## config.mk

```make
export PLATFORM = sky130hd
export DESIGN_NAME = erfinv_log_cell
export DESIGN_NICKNAME = d
export VERILOG_FILES = /design/src/rtl/assert_macros.svh /design/src/rtl/erfinv_pkg.sv /design/src/rtl/erfinv_log_cell.sv
export SDC_FILE = /design/constraint.sdc
export NUM_CORES = 2
export LEC_CHECK = 0
export ABC_AREA = 1
export BUFFER_PORTS_ARGS = -buffer_cell sky130_fd_sc_hd__clkbuf_2
export CORE_MARGIN = 2
export CORE_UTILIZATION = 60
export CTS_CLUSTER_DIAMETER = 100
export DETAILED_ROUTE_END_ITERATION = 16
export GPL_ROUTABILITY_DRIVEN = 0
export HOLD_SLACK_MARGIN = 0.08
export PLACE_DENSITY = 0.79
export SLEW_MARGIN = 20
export SYNTH_ARGS = -nofsm -noshare
export SYNTH_HDL_FRONTEND = slang
export SYNTH_SLANG_ARGS = --single-unit
```

## constraint.sdc

```tcl
create_clock -name clk -period 2.18 [get_ports clk]
set_input_delay 0.436 -clock clk [delete_from_list [all_inputs] [get_ports clk]]
set_output_delay 0.436 -clock clk [all_outputs]
set_load 0.01 [all_outputs]
```

## src/rtl/assert_macros.svh

```systemverilog
// Assertion macros shared by the erfinv RTL.
// Included by modules that carry concurrent checks; no other dependencies.
`ifndef ASSERT_MACROS_SVH
`define ASSERT_MACROS_SVH
`ifndef SYNTHESIS
`define ERF_ASSERT(label, clk, rst_n, prop, msg) \
    label: assert property (@(posedge clk) disable iff (!rst_n) prop) else $error(msg);
`define ERF_ASSERT_ALWAYS(label, clk, prop, msg) \
    label: assert property (@(posedge clk) prop) else $error(msg);
`else
`define ERF_ASSERT(label, clk, rst_n, prop, msg)
`define ERF_ASSERT_ALWAYS(label, clk, prop, msg)
`endif
`endif

```

## src/rtl/erfinv_pkg.sv

```systemverilog
// Package for the inverse error function pipeline: widths, coefficients
// and the data carried between cells. No dependencies.
package erfinv_pkg;

    localparam int IN_FRAC_BITS  = 23;
    localparam int OUT_FRAC_BITS = 20;
    localparam int IN_W   = IN_FRAC_BITS + 1;
    localparam int OUT_W  = OUT_FRAC_BITS + 3;
    localparam int WFB    = 28;                     // fraction bits of w, t and p
    localparam int D_W    = 2 * IN_FRAC_BITS + 1;   // (1-x)(1+x) in Q1.2F
    localparam int E_W    = $clog2(D_W);
    localparam int M_W    = 31;                     // log mantissa, Q1.30
    localparam int LOG_STEPS = WFB;
    localparam int V_W    = E_W + WFB;
    localparam int W_W    = V_W;
    localparam int R_W    = (W_W + WFB + 1) / 2;    // sqrt root width
    localparam int SQ_W   = 2 * R_W;
    localparam int T_W    = R_W + 1;
    localparam int P_W    = 36;
    localparam int HORNER_STEPS = 8;
    localparam int SH_OUT = WFB + IN_FRAC_BITS - OUT_FRAC_BITS;

    localparam logic [29:0] LN2_Q30 = 30'd744261118;

    localparam logic signed [P_W-1:0] COEF_LO [HORNER_STEPS+1] = '{
        36'sd403031520, 36'sd66207116, -36'sd1121438, -36'sd336544, 36'sd58675,
        -36'sd1179, -36'sd946, 36'sd92, 36'sd8
    };
    localparam logic signed [P_W-1:0] COEF_HI [HORNER_STEPS+1] = '{
        36'sd760471425, 36'sd268884833, 36'sd2533727, -36'sd2046139, 36'sd1540687,
        -36'sd986078, 36'sd362212, 36'sd27099, -36'sd53745
    };

    typedef struct packed {
        logic signed [IN_W-1:0] x;
        logic                   zero;   // argument is exactly -1.0
    } front_t;

    typedef struct packed {
        logic [E_W-1:0] e;
        logic [M_W-1:0] m;
        logic [WFB-1:0] frac;
        front_t         front;
    } log_t;

    typedef struct packed {
        logic [SQ_W-1:0]        n;
        logic [R_W+1:0]         rem;
        logic [R_W-1:0]         root;
        logic                   hi;
        logic signed [T_W-1:0]  t_lo;
        front_t                 front;
    } sqrt_t;

    typedef struct packed {
        logic signed [P_W-1:0] p;
        logic signed [T_W-1:0] t;
        logic                  hi;
        front_t                front;
    } horner_t;

endpackage

```

## src/rtl/erfinv_log_cell.sv

```systemverilog
// One squaring step of the base-2 logarithm: yields one fraction bit.
// Depends on erfinv_pkg.
module erfinv_log_cell (
    input  logic              clk,
    input  logic              rst_n,
    input  logic              en,
    input  logic              in_valid,
    input  erfinv_pkg::log_t  in_data,
    output logic              out_valid,
    output erfinv_pkg::log_t  out_data
);
    import erfinv_pkg::*;

    logic              out_valid_reg;
    log_t              out_data_reg;
    log_t              data_next;
    logic [2*M_W-1:0]  sq;
    logic [M_W:0]      msq;

    always_comb
    begin
        sq  = in_data.m * in_data.m;
        msq = sq[M_W-1 +: M_W+1];
        data_next       = in_data;
        data_next.m     = msq[M_W] ? msq[M_W:1] : msq[M_W-1:0];
        data_next.frac  = {in_data.frac[WFB-2:0], msq[M_W]};
    end

    always_ff @(posedge clk or negedge rst_n)
    begin
        if (!rst_n)
            out_valid_reg <= 1'b0;
        else if (en)
            out_valid_reg <= in_valid;
    end

    always_ff @(posedge clk)
    begin
        if (en)
            out_data_reg <= data_next;
    end

    assign out_valid = out_valid_reg;
    assign out_data  = out_data_reg;
endmodule

```

* Word level (Yosys, flattened, before mapping)
Index checks and enable logic that the tools add are counted.
** Cells by class
- Muxes and demuxes :: 1
- Multipliers :: 1
** Operators with widths (number)
- $mul A31 B31 Y62 :: 1
- $mux W30 :: 1
** Word-level totals
- Bits in registers :: 91
- Input port bits :: 94

* Depth between registers and ports, before layout
- Depth after elaboration :: 2
- Mapped depth :: 34
- Mapped depth without buffers :: 31

* Least setup slack after synthesis
Ideal clock, no wire load.
- Path kind :: input -> register
- Start :: input port in_data[78] in the netlist's numbering
- End :: register out_data_reg, in the netlist out_data[76] (data pin)
- Library setup time :: 252 ps
- Buffers on the path :: 3
- Cell stages on the path :: 30
- Arrival :: 6706 ps
- Path slack :: -4778 ps
- Required time :: 1928 ps
- Cell sequence :: clkbuf_1 -> buf_1 -> nand2_1 -> fa_1 -> fa_1 -> inv_1 -> fa_1 -> inv_1 -> fa_1 -> inv_1 -> fa_1 -> fa_1 -> fa_1 -> inv_1 -> fa_1 -> inv_1 -> ha_1 -> nand2_1 -> nand2_1 -> a21oi_2 -> nand2_1 -> nand2_1 -> nand2_1 -> a21oi_2 -> nand2_2 -> nand2_1 -> nand2_2 -> buf_6 -> nand2_1 -> nand2_1
** RTL lines
- start, declared :: RTL line erfinv_log_cell.sv:8 : input erfinv_pkg::log_t in_data,
- end signal, assigned :: RTL line erfinv_log_cell.sv:40 : out_data_reg <= data_next;
- end, declared :: RTL line erfinv_log_cell.sv:15 : log_t out_data_reg;

==> impl_metrics.ini <==
[finish]
antenna_cells = 0
synthToLayoutAreaGrowth_pct = 24.92
num-fill-cells = 3378
drive_gt1_share_pct = 23.57
postLayoutCoreUtil_pct = 75.46
regArea_sq_um = 2728
multi_input_area_sq_um = 25400
largest_register_ffs = 90
layout_common_cells = inv_1 (1307), nand2_1 (911), fa_1 (712)
final_common_cell = inv_1
fin_nets = 5708

[logic_synthesis]
syn_area_sq_um = 32320
synth_top_area_share_pct = 46.27
synth.area.top_cells = fa_1 (46%), inv_1 (15%), nand2_1 (12%)
yosysWarnings = 0
ys_async_sr_fraction_pct = 1.099
avgSynthCellArea_sq_um = 8.194
synth_seq_area_share_pct = 8.440
synth_edf_count = 90
synth-seq-cells = 91
yosysTopAreaCell = fa_1
synth_flop_cell = edfxtp_1
syn_inst = 3944
yosys.cell_types.count = 38
syn_nets = 5054

[critical_path]
crit_family = adder cells
cp_num_buf_inv = 9
slowest_stage = fa_2
required_ps = 2300
cp_max_fo = 7
crit_type = input pin to register
startpoint_type = input pin
arrival_ps = 7040
critical_path.max_stage_delay_ps = 610
reg2reg_slack_ps = 1430
endpoint_kind = register

[worst_hold_path]
hp-class = input pin to register

[drt]
post_drt_wl_per_cell_microns = 17.72
firstDrtPassIters = 6
via_count = 27581
wl_microns = 93920
drc = 0
drt-vias-per-instance = 5.205
ant_nets = 0
first_iter_violations = 2017

[timing]
slew_viol_final = 0
worstMarginPinSlew_ps = 505.7
relSlewSlack_pct = 66.28
max_freq_mhz = 144.6
hold_viol_final = 0
fin_worst_skew_ps = 0
fin_ws_ps = -4737
min_period_ps = 6917
final-setup-viol-count = 32
finalCritPeriodShare_pct = 317.3
grt_setup_unrepaired = true

[die]
ios = 185
die_h_microns = 236.1
die_area_sq_um = 55730
initial_core_util_pct = 60.41
row_count = 85
core_sq_um = 53500
die_x_microns = 236.1

[run_status]
violations = setup timing
outcome = finished with violations

[global_routing]
grt_start_max_net_pins = 37
grt_overflow = 0
antenna_found_initial = 0
grt_pass1_wl_microns = 145800
grt_pass1_vias = 30190
grt_usage_pct = 33.12

[placed_design]
port_buffers = 183
dpl.hpwl_microns = 73030

[clock_network]
clk_root_buffer_cell = clkbuf_16
cts_tree = yes
cts_buffers = 9
clockBufferDepth = 2
cts.sinks = 91
clk-insertion-delay-late_ps = 360
cts_max_level = 3
path_clk_slew_ps = 70

[job]
drv_cap = 0
## cell type report
type                            instances  share of cell area [%]
Multi-Input combinational cell       2416                   62.92
Timing Repair Buffer                  744                   14.92
Inverter                             1336                   12.43
Sequential cell                        91                   6.757
Tap cell                              696                   2.157
Clock buffer                           10                  0.5672
Clock inverter                          6                  0.2510
## per-stage QoR
stage	setup TNS [ps]	cell area (sq um)	hold slack (ps)	std cells	setup slack, ps
2_1_floorplan	-138370	32530	140.4	3944	-4336
3_3_place_gp	-154730	37890	211.1	5225	-4860
3_5_place_dp	-158810	37890	212.8	5225	-5007
4_1_cts	-140410	39010	238.4	5268	-4430
5_1_grt	-153860	40370	230.5	5299	-4898
6_report	-147990	40370	242.8	5299	-4737
## cells by family (layout without fill, tap and decap cells)
group / Yosys count / after routing / share of synthesized area, %
buffers and inverters: 1437 / 2096 / 16.83
AND/OR/NAND/NOR: 1278 / 1278 / 15.60
adder cells (fa/ha/maj): 1016 / 1016 / 56.69
flip-flops: 91 / 91 / 8.440
AO/OA/AOI/OAI: 90 / 90 / 1.564
XOR/XNOR: 31 / 31 / 0.8401
multiplexers: 1 / 1 / 0.03484
## routing by layer
metal | routed length, microns | GRT usage (%) | vias to the layer above
met5 | 0 | 0 | -
met4 | 6377 | 16.71 | 0
met3 | 6310 | 3.616 | 469
met2 | 47760 | 59.49 | 1301
met1 | 33470 | 39.55 | 13464
li1 | - | - | 12347
## worst paths after layout
check                                     to  cells past startpoint   startpoint
worst max-delay path            out_data[72]                     28  in_data[64]
worst min-delay path            out_data[29]                      1  in_data[28]
worst max register to register     out_valid                      1    out_valid
worst min register to register     out_valid                      1    out_valid
max in group asynchronous          out_valid                      2        rst_n
min in group asynchronous          out_valid                      2        rst_n
## synthesized netlist by cell type (2+ instances only)
cell type / n
xor2_1: 21
or2_2: 4
nand4_1: 15
buf_1: 9
clkbuf_1: 85
nor3_1: 8
edfxtp_1: 90
and3_1: 2
inv_1: 1331
buf_6: 6
nand2_2: 9
nor4_1: 5
and2_0: 2
ha_1: 269
a21oi_2: 2
nor2_4: 2
inv_2: 5
o21ai_0: 16
a21oi_1: 53
a31o_2: 2
o21bai_1: 12
fa_1: 747
nand3_1: 67
nor2_2: 7
a21o_1: 2
nand2_1: 1045
nand3b_1: 3
nor2_1: 106
xnor2_1: 10
## timing repair
action | 4_1_cts | 5_1_grt
cloned | 5 | 9
hold endpoints to repair | 1 | 0
setup endpoints to repair | 32 | 32
buffers inserted | 21 | 24
hold buffers | 1 | 0
resized for setup | 121 | 311
pin swaps | 58 | 123
Power is not shown: default switching activity piles up to over one toggle a cycle in this logic, so the estimate is an artifact.
