$ cat src/rtl/assert_macros.svh
// Assertion macros shared by the erfinv RTL.
// Included by modules that carry concurrent checks; no other dependencies.
`ifndef ASSERT_MACROS_SVH
`define ASSERT_MACROS_SVH
`ifndef SYNTHESIS
`define ERF_ASSERT(label, clk, rst_n, prop, msg) \
    label: assert property (@(posedge clk) disable iff (!rst_n) prop) else $error(msg);
`define ERF_ASSERT_ALWAYS(label, clk, prop, msg) \
    label: assert property (@(posedge clk) prop) else $error(msg);
`else
`define ERF_ASSERT(label, clk, rst_n, prop, msg)
`define ERF_ASSERT_ALWAYS(label, clk, prop, msg)
`endif
`endif

$ cat src/rtl/erfinv_pkg.sv
// Package for the inverse error function pipeline: widths, coefficients
// and the data carried between cells. No dependencies.
package erfinv_pkg;

    localparam int IN_FRAC_BITS  = 23;
    localparam int OUT_FRAC_BITS = 20;
    localparam int IN_W   = IN_FRAC_BITS + 1;
    localparam int OUT_W  = OUT_FRAC_BITS + 3;
    localparam int WFB    = 28;                     // fraction bits of w, t and p
    localparam int D_W    = 2 * IN_FRAC_BITS + 1;   // (1-x)(1+x) in Q1.2F
    localparam int E_W    = $clog2(D_W);
    localparam int M_W    = 31;                     // log mantissa, Q1.30
    localparam int LOG_STEPS = WFB;
    localparam int V_W    = E_W + WFB;
    localparam int W_W    = V_W;
    localparam int R_W    = (W_W + WFB + 1) / 2;    // sqrt root width
    localparam int SQ_W   = 2 * R_W;
    localparam int T_W    = R_W + 1;
    localparam int P_W    = 36;
    localparam int HORNER_STEPS = 8;
    localparam int SH_OUT = WFB + IN_FRAC_BITS - OUT_FRAC_BITS;

    localparam logic [29:0] LN2_Q30 = 30'd744261118;

    localparam logic signed [P_W-1:0] COEF_LO [HORNER_STEPS+1] = '{
        36'sd403031520, 36'sd66207116, -36'sd1121438, -36'sd336544, 36'sd58675,
        -36'sd1179, -36'sd946, 36'sd92, 36'sd8
    };
    localparam logic signed [P_W-1:0] COEF_HI [HORNER_STEPS+1] = '{
        36'sd760471425, 36'sd268884833, 36'sd2533727, -36'sd2046139, 36'sd1540687,
        -36'sd986078, 36'sd362212, 36'sd27099, -36'sd53745
    };

    typedef struct packed {
        logic signed [IN_W-1:0] x;
        logic                   zero;   // argument is exactly -1.0
    } front_t;

    typedef struct packed {
        logic [E_W-1:0] e;
        logic [M_W-1:0] m;
        logic [WFB-1:0] frac;
        front_t         front;
    } log_t;

    typedef struct packed {
        logic [SQ_W-1:0]        n;
        logic [R_W+1:0]         rem;
        logic [R_W-1:0]         root;
        logic                   hi;
        logic signed [T_W-1:0]  t_lo;
        front_t                 front;
    } sqrt_t;

    typedef struct packed {
        logic signed [P_W-1:0] p;
        logic signed [T_W-1:0] t;
        logic                  hi;
        front_t                front;
    } horner_t;

endpackage

$ cat src/rtl/erfinv_sqrt_cell.sv
// One digit step of the integer square root: one root bit per cell.
// Depends on erfinv_pkg.
module erfinv_sqrt_cell (
    input  logic               clk,
    input  logic               rst_n,
    input  logic               en,
    input  logic               in_valid,
    input  erfinv_pkg::sqrt_t  in_data,
    output logic               out_valid,
    output erfinv_pkg::sqrt_t  out_data
);
    import erfinv_pkg::*;

    logic           out_valid_reg;
    sqrt_t          out_data_reg;
    sqrt_t          data_next;
    logic [R_W+2:0] rem2;
    logic [R_W+2:0] trial;
    logic           ge;

    always_comb
    begin
        rem2  = {in_data.rem[R_W:0], in_data.n[SQ_W-1 -: 2]};
        trial = {1'b0, in_data.root, 2'b01};
        ge    = rem2 >= trial;
        data_next      = in_data;
        data_next.n    = {in_data.n[SQ_W-3:0], 2'b00};
        data_next.rem  = ge ? (R_W+2)'(rem2 - trial) : rem2[R_W+1:0];
        data_next.root = {in_data.root[R_W-2:0], ge};
    end

    always_ff @(posedge clk or negedge rst_n)
    begin
        if (!rst_n)
            out_valid_reg <= 1'b0;
        else if (en)
            out_valid_reg <= in_valid;
    end

    always_ff @(posedge clk)
    begin
        if (en)
            out_data_reg <= data_next;
    end

    assign out_valid = out_valid_reg;
    assign out_data  = out_data_reg;
endmodule

$ cat config.mk
export PLATFORM = sky130hd
export DESIGN_NAME = erfinv_sqrt_cell
export DESIGN_NICKNAME = d
export VERILOG_FILES = /design/src/rtl/assert_macros.svh /design/src/rtl/erfinv_pkg.sv /design/src/rtl/erfinv_sqrt_cell.sv
export SDC_FILE = /design/constraint.sdc
export NUM_CORES = 1
export LEC_CHECK = 0
export BUFFER_PORTS_ARGS = -buffer_cell sky130_fd_sc_hd__buf_4
export CAP_MARGIN = 20
export CORE_ASPECT_RATIO = 0.6
export CORE_UTILIZATION = 30
export CTS_BUF_LIST = sky130_fd_sc_hd__clkbuf_4
export DETAILED_ROUTE_END_ITERATION = 8
export GPL_TIMING_DRIVEN = 0
export PLACE_DENSITY = 0.58
export SYNTH_ARGS = -nofsm -noshare
export SYNTH_HDL_FRONTEND = slang
export SYNTH_SLANG_ARGS = --single-unit
$ cat constraint.sdc
create_clock -name clk -period 1.68 [get_ports clk]
set_input_delay 0.168 -clock clk [delete_from_list [all_inputs] [get_ports clk]]
set_output_delay 0.168 -clock clk [all_outputs]
set_load 0.02 [all_outputs]
# After elaboration in Yosys (flattened, before gate mapping)
# Index checks and enable logic that the tools add are counted.
# classes
div	0
shifts	0
n_bitwise	0
order_cmp	1
eq_ne	0
mux	1
n_mul	0
reduce_logical	0
addsub	1
# ops
cell	n
>= comparator 34 x 33 -> 1 bit	1
2-to-1 mux 33 bit	1
subtractor 33 bit	1
# word_totals
register_bits	183
ramBits	0
elab_cells	11
input_bits	188
memories	0
mem_bits_ro	0
latch_bits	0

# Depth between registers and ports, before layout
# depth
word_depth	2
depth_mapped	13

# Least setup slack after synthesis
# No wires, ideal clock.
# synth_path
path_type	input -> register
startpoint	input port in_data[60] in the netlist's numbering
endpoint	register out_data_reg, in the netlist out_data[117] (data pin)
slack_ps	-688
arrival_time_ps	2109
cell_stages	10
cell_sequence	inv_1 > ha_1 > o211ai_1 > a21o_1 > a211o_1 > o211a_1 > o31ai_4 > a21oi_1 > xnor2_1 > mux2_2
# synth_rtl
element	line_no	source
start, declared	erfinv_sqrt_cell.sv:8	input erfinv_pkg::sqrt_t in_data,
end signal, assigned	erfinv_sqrt_cell.sv:43	out_data_reg <= data_next;
end, declared	erfinv_sqrt_cell.sv:15	sqrt_t out_data_reg;

==> impl_metrics.tcl <==
set metrics [dict create \
    via_count 6431 \
    fin_area_um2 13900 \
    synth_top_area_cell "edfxtp_1" \
    chipWidth_um 210 \
    grt_antenna_before_repair 2 \
    cts.path.max_buffers 2 \
    timing.final.crit_period_ns 1.90 \
    placedInstanceArea_um2 11400 \
    die_h_um 127 \
    fin_util_pct 54.8 \
    ff_latch_area_um2 5490 \
    post_synthesis_register_bit_count 183 \
    setup.worst_path.start_class "primary input" \
    tritoncts_num_sinks 183 \
    globalplace.congestion 0.794 \
    power_dens_cells_nw_per_um2 843 \
    place.detailed.instances 1218 \
    via_per_inst 4.44 \
    max_cap_violations 0 \
    power.ir.vdd_worst_uv 412 \
    first_global_vias 6574 \
    share_of_post_route_cells_with_drive_strength_above_1_pct 47.0 \
    die_area_um2 26500 \
    synthMostInstantiatedCell "edfxtp_1" \
    fillerInstances 2136 \
    worst_slack_after_detailed_placement_ns -1.08 \
    floorplan.core_area_um2 25300 \
    antenna_violating_nets_post_route 0 \
    dr.pass1.iters 5 \
    syn_area_um2 7760 \
    crit_path_end_kind "flip-flop" \
    layout_worst_path_cycle_share_pct 113 \
    critical_path_peak_fanout 5 \
    wl_per_cell_um 17.3 \
    clk_transition_reported_paths_ns 0.16 \
    async_flop_share_pct 0.546 \
    dominantRegCellSynth "edfxtp_1" \
    initialDrtViolationCount 245 \
    grt_max_degree 95 \
    worst_pin_slew_ns 0.702 \
    failing_checks "negative setup slack" \
    largest_reg_flops 182 \
    clock_skew_ns 0 \
    crit_path_setup_slack_layout_ns -0.217 \
    cts-htree-levels 4 \
    multiInputGateArea_um2 2540 \
    tritoncts_clock_tree "yes" \
    clock.fmax_mhz 527 \
    grt-ovfl-total 0 \
    port-buffer-count 369 \
    dpl_hpwl_mm 16.9 \
    synth_seq_area_share_pct 70.7 \
    area_delta_synth_final_pct 78.8 \
    synth_warnings 0 \
    outcome "finished, violations left" \
    unrepaired_setup_endpoints_after_global_routing "yes" \
    design.final.nets 1326 \
    cellLeakagePower_nw 5.83 \
    final_wirelength_mm 25.1 \
    worst-setup-path-type "in2reg" \
    worst-endpoint-required_ns 2.05 \
    synth.top_cells.by_area "edfxtp_1 (70%), ha_1 (5.3%), a21oi_1 (3.0%)" \
    rows 45 \
    clock_tree.root_cell "clkbuf_4" \
    worstHoldPathType "in2reg" \
    floorplan.io_pins 373 \
    synthDistinctLibCells 53 \
    clk_latency_ns 0.62 \
    total_routing_usage_gr_pct 18.9 \
    timing.final.hold_violations 0 \
    first_pass_grt_wire_length_mm 37.7 \
    netlist_top_cells_count "edfxtp_1 (182), a21oi_1 (46), nor2_1 (41)" \
    setup_viol 34 \
    synth_top_cell_area_share_pct 70.4 \
    avgSynthCellArea_um2 15.0 \
    start_util_pct 30.6 \
    timing.critical_path.arrival_ns 2.27 \
    synth-edff-count 182 \
    final-max-slew-violation-count 0 \
    setup_total_negative_slack_ns -5.23 \
    cts_buf_count 17 \
    finalNonFillerCells 1449 \
    timing.max_slew.rel_slack_pct 53.2 \
    drt_drc_violations_left 0 \
    synthesis.instances 518 \
]
-- where the power goes --
group | total [W] | internal, W | switching [W]
combinational | 0.00341 | 0.00173 | 0.00168
clock | 0.00264 | 0.000940 | 0.00170
sequential | 0.00565 | 0.00552 | 0.000123
total | 0.0117 | 0.00819 | 0.00350
-- final timing paths --
| check | from | end | slack [ns] | cells after the start |
|---|---|---|---|---|
| worst max-delay path | in_data[60] | out_data[92] | -0.22 | 11 |
| worst min-delay path | en | out_data[172] | 0.04 | 1 |
| worst max register to register | out_valid | out_valid | 0.93 | 1 |
| worst min register to register | out_valid | out_valid | 0.53 | 1 |
| max in group asynchronous | rst_n | out_valid | 1.21 | 3 |
| min in group asynchronous | rst_n | out_valid | 0.37 | 3 |
-- kinds of logic after synthesis --
group	synth area share, %
AOI/OAI and AO/OA	10.9
other	0.0483
adders and majority gates	5.32
and+or+nand+nor	5.01
DFF	70.7
buffers and inverters	3.06
xor gates and xnor gates	3.50
muxes	1.45
-- critical path, cell delays in order --
cell and delay, ns:
buf_12 0.09, inv_12 0.03, ha_4 0.27, o211ai_1 0.09, a21o_1 0.19, a211o_4 0.38
o21ai_4 0.21, a21oi_4 0.09, o21ai_4 0.24, buf_8 0.19, mux2_4 0.30
-- final cells by class --
type / count / area share (%)
multi-input cells: 285 / 18.3
diodes: 2 / 0.0361
flip-flops and latches: 183 / 39.6
clock inverters: 14 / 1.16
inverters: 39 / 1.29
repair buffers: 568 / 34.6
well taps: 329 / 2.97
plain buffers: 11 / 1.09
clock buffers: 18 / 0.974
-- cell usage in the layout (no fill, tap or decap), drive strengths merged, types with 2 or more instances in the layout --
master	count
a211oi	3
a21o	17
a21oi	58
a31oi	3
and3	3
buf	394
bufinv	2
clkbuf	19
clkinv	4
conb	2
diode	2
dlygate4sd3	184
edfxtp	182
ha	33
inv	46
mux2	10
nand2	16
nand2b	3
nand3	2
nand4	8
nor2	42
nor3	3
o211ai	2
o21a	6
o21ai	17
o21bai	7
or2	2
xnor2	21
xor2	10
-- per-layer routing --
metal	GRT usage (%)	share of wire, %
met4	5.58	1.3
met1	23.8	44
met2	31.7	49
met5	0	0
met3	5.22	5.5
-- per-stage QoR --
step / hold slack, ns / power, W
finish: 0.0445 / 0.0117
global route: 0.00284 / 0.0122
CTS: 0.00245 / 0.0118
detailed placement: -0.0565 / 0.00863
global placement: -0.0560 / 0.00861
floorplan: -0.128 / 0.00728
-- timing repair --
item,4_1_cts,5_1_grt
pin swaps,15,14
buffers inserted,11,2
gates cloned,1,0
endpoints found under the setup margin,34,34
hold buffers,184,0
resized for setup,39,13
hold endpoints to repair,183,0
(Power assumes the default switching activity.)
