## src/rtl/assert_macros.svh

```systemverilog
// Assertion macros shared by the erfinv RTL.
// Included by modules that carry concurrent checks; no other dependencies.
`ifndef ASSERT_MACROS_SVH
`define ASSERT_MACROS_SVH
`ifndef SYNTHESIS
`define ERF_ASSERT(label, clk, rst_n, prop, msg) \
    label: assert property (@(posedge clk) disable iff (!rst_n) prop) else $error(msg);
`define ERF_ASSERT_ALWAYS(label, clk, prop, msg) \
    label: assert property (@(posedge clk) prop) else $error(msg);
`else
`define ERF_ASSERT(label, clk, rst_n, prop, msg)
`define ERF_ASSERT_ALWAYS(label, clk, prop, msg)
`endif
`endif

```

## src/rtl/erfinv_pkg.sv

```systemverilog
// Package for the inverse error function pipeline: widths, coefficients
// and the data carried between cells. No dependencies.
package erfinv_pkg;

    localparam int IN_FRAC_BITS  = 23;
    localparam int OUT_FRAC_BITS = 20;
    localparam int IN_W   = IN_FRAC_BITS + 1;
    localparam int OUT_W  = OUT_FRAC_BITS + 3;
    localparam int WFB    = 28;                     // fraction bits of w, t and p
    localparam int D_W    = 2 * IN_FRAC_BITS + 1;   // (1-x)(1+x) in Q1.2F
    localparam int E_W    = $clog2(D_W);
    localparam int M_W    = 31;                     // log mantissa, Q1.30
    localparam int LOG_STEPS = WFB;
    localparam int V_W    = E_W + WFB;
    localparam int W_W    = V_W;
    localparam int R_W    = (W_W + WFB + 1) / 2;    // sqrt root width
    localparam int SQ_W   = 2 * R_W;
    localparam int T_W    = R_W + 1;
    localparam int P_W    = 36;
    localparam int HORNER_STEPS = 8;
    localparam int SH_OUT = WFB + IN_FRAC_BITS - OUT_FRAC_BITS;

    localparam logic [29:0] LN2_Q30 = 30'd744261118;

    localparam logic signed [P_W-1:0] COEF_LO [HORNER_STEPS+1] = '{
        36'sd403031520, 36'sd66207116, -36'sd1121438, -36'sd336544, 36'sd58675,
        -36'sd1179, -36'sd946, 36'sd92, 36'sd8
    };
    localparam logic signed [P_W-1:0] COEF_HI [HORNER_STEPS+1] = '{
        36'sd760471425, 36'sd268884833, 36'sd2533727, -36'sd2046139, 36'sd1540687,
        -36'sd986078, 36'sd362212, 36'sd27099, -36'sd53745
    };

    typedef struct packed {
        logic signed [IN_W-1:0] x;
        logic                   zero;   // argument is exactly -1.0
    } front_t;

    typedef struct packed {
        logic [E_W-1:0] e;
        logic [M_W-1:0] m;
        logic [WFB-1:0] frac;
        front_t         front;
    } log_t;

    typedef struct packed {
        logic [SQ_W-1:0]        n;
        logic [R_W+1:0]         rem;
        logic [R_W-1:0]         root;
        logic                   hi;
        logic signed [T_W-1:0]  t_lo;
        front_t                 front;
    } sqrt_t;

    typedef struct packed {
        logic signed [P_W-1:0] p;
        logic signed [T_W-1:0] t;
        logic                  hi;
        front_t                front;
    } horner_t;

endpackage

```

## src/rtl/erfinv_horner_cell.sv

```systemverilog
// One Horner step: p = c + round(p * t / 2^WFB), coefficient set picked per item.
// Depends on erfinv_pkg.
module erfinv_horner_cell (
    input  logic                                clk,
    input  logic                                rst_n,
    input  logic                                en,
    input  logic signed [erfinv_pkg::P_W-1:0]   c_lo,
    input  logic signed [erfinv_pkg::P_W-1:0]   c_hi,
    input  logic                                in_valid,
    input  erfinv_pkg::horner_t                 in_data,
    output logic                                out_valid,
    output erfinv_pkg::horner_t                 out_data
);
    import erfinv_pkg::*;

    localparam int PT_W = P_W + T_W;
    localparam logic signed [PT_W-1:0] RND = PT_W'(1) <<< (WFB - 1);

    logic                   out_valid_reg;
    horner_t                out_data_reg;
    horner_t                data_next;
    logic signed [PT_W-1:0] prod;
    logic signed [PT_W-1:0] adj;
    logic signed [PT_W-1:0] shifted;

    always_comb
    begin
        prod    = in_data.p * in_data.t;
        // halves away from zero: bias negatives down by one
        adj     = prod + RND - $signed({{(PT_W-1){1'b0}}, prod[PT_W-1]});
        shifted = adj >>> WFB;
        data_next   = in_data;
        data_next.p = (in_data.hi ? c_hi : c_lo) + shifted[P_W-1:0];
    end

    always_ff @(posedge clk or negedge rst_n)
    begin
        if (!rst_n)
            out_valid_reg <= 1'b0;
        else if (en)
            out_valid_reg <= in_valid;
    end

    always_ff @(posedge clk)
    begin
        if (en)
            out_data_reg <= data_next;
    end

    assign out_valid = out_valid_reg;
    assign out_data  = out_data_reg;
endmodule

```

## config.mk

```make
export PLATFORM = sky130hd
export DESIGN_NAME = erfinv_horner_cell
export DESIGN_NICKNAME = d
export VERILOG_FILES = /design/src/rtl/assert_macros.svh /design/src/rtl/erfinv_pkg.sv /design/src/rtl/erfinv_horner_cell.sv
export SDC_FILE = /design/constraint.sdc
export NUM_CORES = 2
export LEC_CHECK = 0
export BUFFER_PORTS_ARGS = -buffer_cell sky130_fd_sc_hd__buf_2
export CAP_MARGIN = 20
export CELL_PAD_IN_SITES_DETAIL_PLACEMENT = 1
export CELL_PAD_IN_SITES_GLOBAL_PLACEMENT = 2
export CORE_MARGIN = 4
export CORE_UTILIZATION = 38
export CTS_CLUSTER_DIAMETER = 30
export DETAILED_ROUTE_END_ITERATION = 10
export PLACE_DENSITY = 0.79
export RECOVER_POWER = 25
export SLEW_MARGIN = 5
export SYNTH_ARGS = -nofsm -noshare
export SYNTH_HDL_FRONTEND = slang
export SYNTH_SLANG_ARGS = --single-unit
export TNS_END_PERCENT = 30
```

## constraint.sdc

```tcl
create_clock -name clk -period 0.8 [get_ports clk]
set_input_delay 0.08 -clock clk [delete_from_list [all_inputs] [get_ports clk]]
set_output_delay 0.08 -clock clk [all_outputs]
set_load 0.1 [all_outputs]
```

# Yosys cells after proc, flatten, opt, wreduce, memory -nomap -nowiden
# Index checks and enable logic that the tools add are counted.
[op_classes] addsub=3 n_mul=1 div_mod_pow=0 n_lt_le_gt_ge=0 n_eq_ne=0 n_shift=0 muxes=1 bitwise=0 n_reduce_logical=0
[op_table] operator="$mul 36x32->68" count=1
[op_table] operator="$add 64x29->64 const B" count=1
[op_table] operator="$sub 64x2->64" count=1
[op_table] operator="$add 36x36->36" count=1
[op_table] operator="$mux 36" count=1
[word_totals] register_bits=95 latchBits=0 mem_bits_rw=0 romBits=0 inputBits=170 out_inout_bits=95 elab_cells=11 n_memories=0

# Logic depth before layout (Yosys ltp)
[depth] word_depth=4 ltp_mapped=60 mapped_depth_nobuf=59

# Worst setup path after synthesis
# OpenSTA, ideal clock, no wires.
[synth_timing] kind="input to register" from="in in_data[31] in the netlist's numbering" to="reg out_data_reg, in the netlist out_data[93] (data pin)" setup_ps=260 t_arrival_ps=11603 t_required_ps=540 path_slack_ps=-11062 path_stages=58 n_path_buf=3 path_cell_list="clkbuf_1 > clkbuf_1 > nand2_1 > fa_1 > inv_1 > fa_1 > fa_1 > inv_1 > fa_1 > inv_1 > fa_1 > inv_1 > fa_1 > inv_1 > fa_1 > fa_1 > ha_1 > o21a_1 > [... 22 more ...] > o21ai_2 > a221o_2 > xor2_1 > ha_1 > a21o_1 > a21o_1 > a21o_1 > a21oi_1 > nor2_1 > a21oi_1 > o31a_1 > a21oi_1 > a21bo_2 > a21o_1 > a21o_1 > a21oi_1 > xor2_1 > xnor2_1"
[synth_rtl] item="start: declaration" line_no="erfinv_horner_cell.sv:10" source="input erfinv_pkg::horner_t in_data,"
[synth_rtl] item="end signal: assignment" line_no="erfinv_horner_cell.sv:47" source="out_data_reg <= data_next;"
[synth_rtl] item="end: declaration" line_no="erfinv_horner_cell.sv:20" source="horner_t out_data_reg;"

==> impl_metrics.yaml <==
critical_path:
  cp-start-kind: "input pin"
  rr_worst_depth: 1
  reg2reg_from: "out_valid"
  max_stage_delay_ps: 560
  cp.required_ps: 1010
  r2r_end: "out_valid"
  cp-end-kind: "flop"
  cp_slowest_cell: "fa_2"
  r2r_setup_slack_ps: -70
  cp-startpoint: "in_data[33]"
  arrival_ps: 11670
  crit_type: "input pin to flop"
  critPathMaxFanout: 8
floorplanning:
  dieArea_um2: 131200
  fp.coreArea_um2: 124100
  num_io_pins: 265
  die_width_um: 362.3
  fp.dieH_um: 362.3
  initial_core_util_pct: 38.42
  fp-row-count: 129
global_route:
  grt_pass1_vias: 45230
  grt_util_all_layers_pct: 24.59
  antenna_found_initial: 9
  grt_max_degree: 30
  gr-total-overflow: 0
  grt_pass1_wl_um: 253100
synth:
  synth_ff_type: "edfxtp_1"
  syn-instance-count: 5129
  synthesis.nets: 6791
  async_flop_share_pct: 1.053
  synth.top_cell.area_share_pct: 50.50
  ys_seq_area_share_pct: 5.971
  synth_area_um2: 47690
  synth-seq-cells: 95
  synth_top_cell_by_area: "fa_1"
  synth_edf_count: 94
  avgSynthCellArea_um2: 9.298
  synth_warnings: 0
  yosys-top-cells-area: "fa_1 (50%), inv_1 (9.8%), ha_1 (7.6%)"
  synth_cell_types: 80
timing:
  fin_ws_ps: -10650
  slew_headroom_pct: 53.10
  clock.fmax_mhz: 87.30
  final.setup_skew_ps: 0
  fin_crit_sh_pct: 1432
  worst_pin_slew_ps: 703.5
  rsz0062_at_grt: "true"
  tns_ps: -367240
  timing.final.crit_period_ps: 11450
  finalSetupViolCount: 133
  hold_viol_final: 0
  report.final.slew_viol_count: 0
outcome:
  status: "finished with violations"
  violations: "setup timing"
placement:
  place_ws_ps: -11420
  gp_congestion: 0.8436
  dp_hpwl_um: 135700
  port_buffers: 264
  post-place-cells: 7628
finish:
  layout_common_cells: "inv_1 (1208), fa_1 (1175), buf_4 (835)"
  fin_nets: 7801
  largest_reg_flops: 94
  final_common_cell: "inv_1"
  drive_above_1_share_pct: 26.19
  instances_no_fill: 7785
  utilization_pct: 50.36
  area_delta_synth_final_pct: 31.06
clocking:
  clock_latency_ps: 430
  cts_tree: "done"
  cts_made_buffers: 9
  clk_pin_slew_ps: 140
  clock-sinks: 95
  cts_max_level: 3
  root_buffer: "clkbuf_16"
  cts_buffer_depth: 2
worst_hold_path:
  holdCritPathClass: "input pin to flop"
  hold_depth: 2
  hold_start: "in_data[34]"
  hold_path_end: "out_data[34]"
drt:
  ant_nets: 0
  first_pass_iters: 5
  detailroute.via_count: 38310
  vias_per_cell: 4.922
  route.detailed.drc: 0
  wire_per_inst_um: 20.34
  postRouteWirelength_um: 158400
  drtIter0Drc: 1563
run:
  max_cap_viol_count: 0
[layer usage]
metal  vias to the layer above  global-route usage, %  routed length, µm  part of all wire [%]
li1                      17110                      -                  -                     -
met1                     20380                  32.10              67230                    42
met2                       679                  44.55              82310                    52
met3                       143                  2.764               5753                   3.6
met4                         4                  4.537               3040                   1.9
met5                         -                      0                 23                 0.015
[worst max-delay path: cells and delay by family]
| kind | cells | cell delay (ps) |
|---|---|---|
| AO/OA/AOI/OAI | 21 | 3720 |
| XOR/XNOR | 4 | 630 |
| adder cells (fa/ha/maj) | 11 | 4870 |
| buffers and inverters | 13 | 1360 |
| AND/OR/NAND/NOR | 7 | 980 |
[stage by stage]
stage	hold WS [ps]	instance area (µm²)
floorplan	-215.6	48450
global placement	-143.3	58950
detailed placement	-139.8	58950
CTS	23.95	61270
global route	30.33	62490
finish	32.89	62500
[worst max path at each step]
stage | cells after the start | end
2_1_floorplan | 58 | out_data[93]
3_3_place_gp | 59 | out_data[93]
3_5_place_dp | 59 | out_data[93]
4_1_cts | 58 | out_data[93]
5_1_grt | 58 | out_data[93]
6_report | 56 | out_data[93]
[timing repair]
| item | in CTS | in global routing |
|---|---|---|
| gates resized for setup | 240 | 225 |
| hold endpoints to repair | 33 | 1 |
| setup endpoints to repair | 132 | 132 |
| buffers inserted | 81 | 59 |
| cloned | 1 | 1 |
| pin swaps | 148 | 173 |
| hold buffers | 34 | 1 |
[cells in the mapped netlist, types with 4 or more instances]
| cell type | n |
|---|---|
| inv_1 | 1240 |
| fa_1 | 1203 |
| nand2_1 | 725 |
| and2_1 | 469 |
| ha_1 | 289 |
| clkbuf_1 | 232 |
| a21oi_1 | 140 |
| edfxtp_1 | 94 |
| nor2_1 | 92 |
| xnor2_1 | 91 |
| a21o_1 | 86 |
| o21ai_0 | 74 |
| xor2_1 | 48 |
| mux2_2 | 36 |
| nand2b_1 | 32 |
| o21bai_1 | 27 |
| nand4_1 | 24 |
| nand3_1 | 23 |
| o21a_1 | 21 |
| nor2b_1 | 20 |
| a211oi_1 | 14 |
| a31oi_1 | 11 |
| and3_1 | 11 |
| o211ai_1 | 11 |
| nor3_1 | 9 |
| and4_1 | 7 |
| buf_1 | 6 |
| o21ai_1 | 6 |
| a211o_1 | 4 |
| a21boi_0 | 4 |
| o22ai_1 | 4 |
[cell type report]
type / instances / area, µm²
Sequential cell: 95 / 2851
Clock buffer: 9 / 225.2
Tap cell: 1637 / 2048
Multi-Input combinational cell: 3555 / 41340
Inverter: 1240 / 4659
Antenna cell: 4 / 10.01
Fill cell: 13830 / 61620
Timing Repair Buffer: 1238 / 11280
Clock inverter: 7 / 86.33
[logic make-up (layout without fill, tap and decap cells)]
group / count (synthesis) / after routing / synth area share [%]
mux: 39 / 39 / 0.9235
flops: 95 / 95 / 5.971
other cells: 0 / 4 / 0
compound gates: 456 / 456 / 6.360
xor+xnor: 139 / 139 / 2.553
simple gates: 1429 / 1429 / 14.46
buf+inv: 1479 / 2494 / 11.65
fa+ha+maj: 1492 / 1492 / 58.08
Power is left out: the tool's default activity adds up to more than one toggle a clock period on the data nets, which glitch-free logic cannot reach.
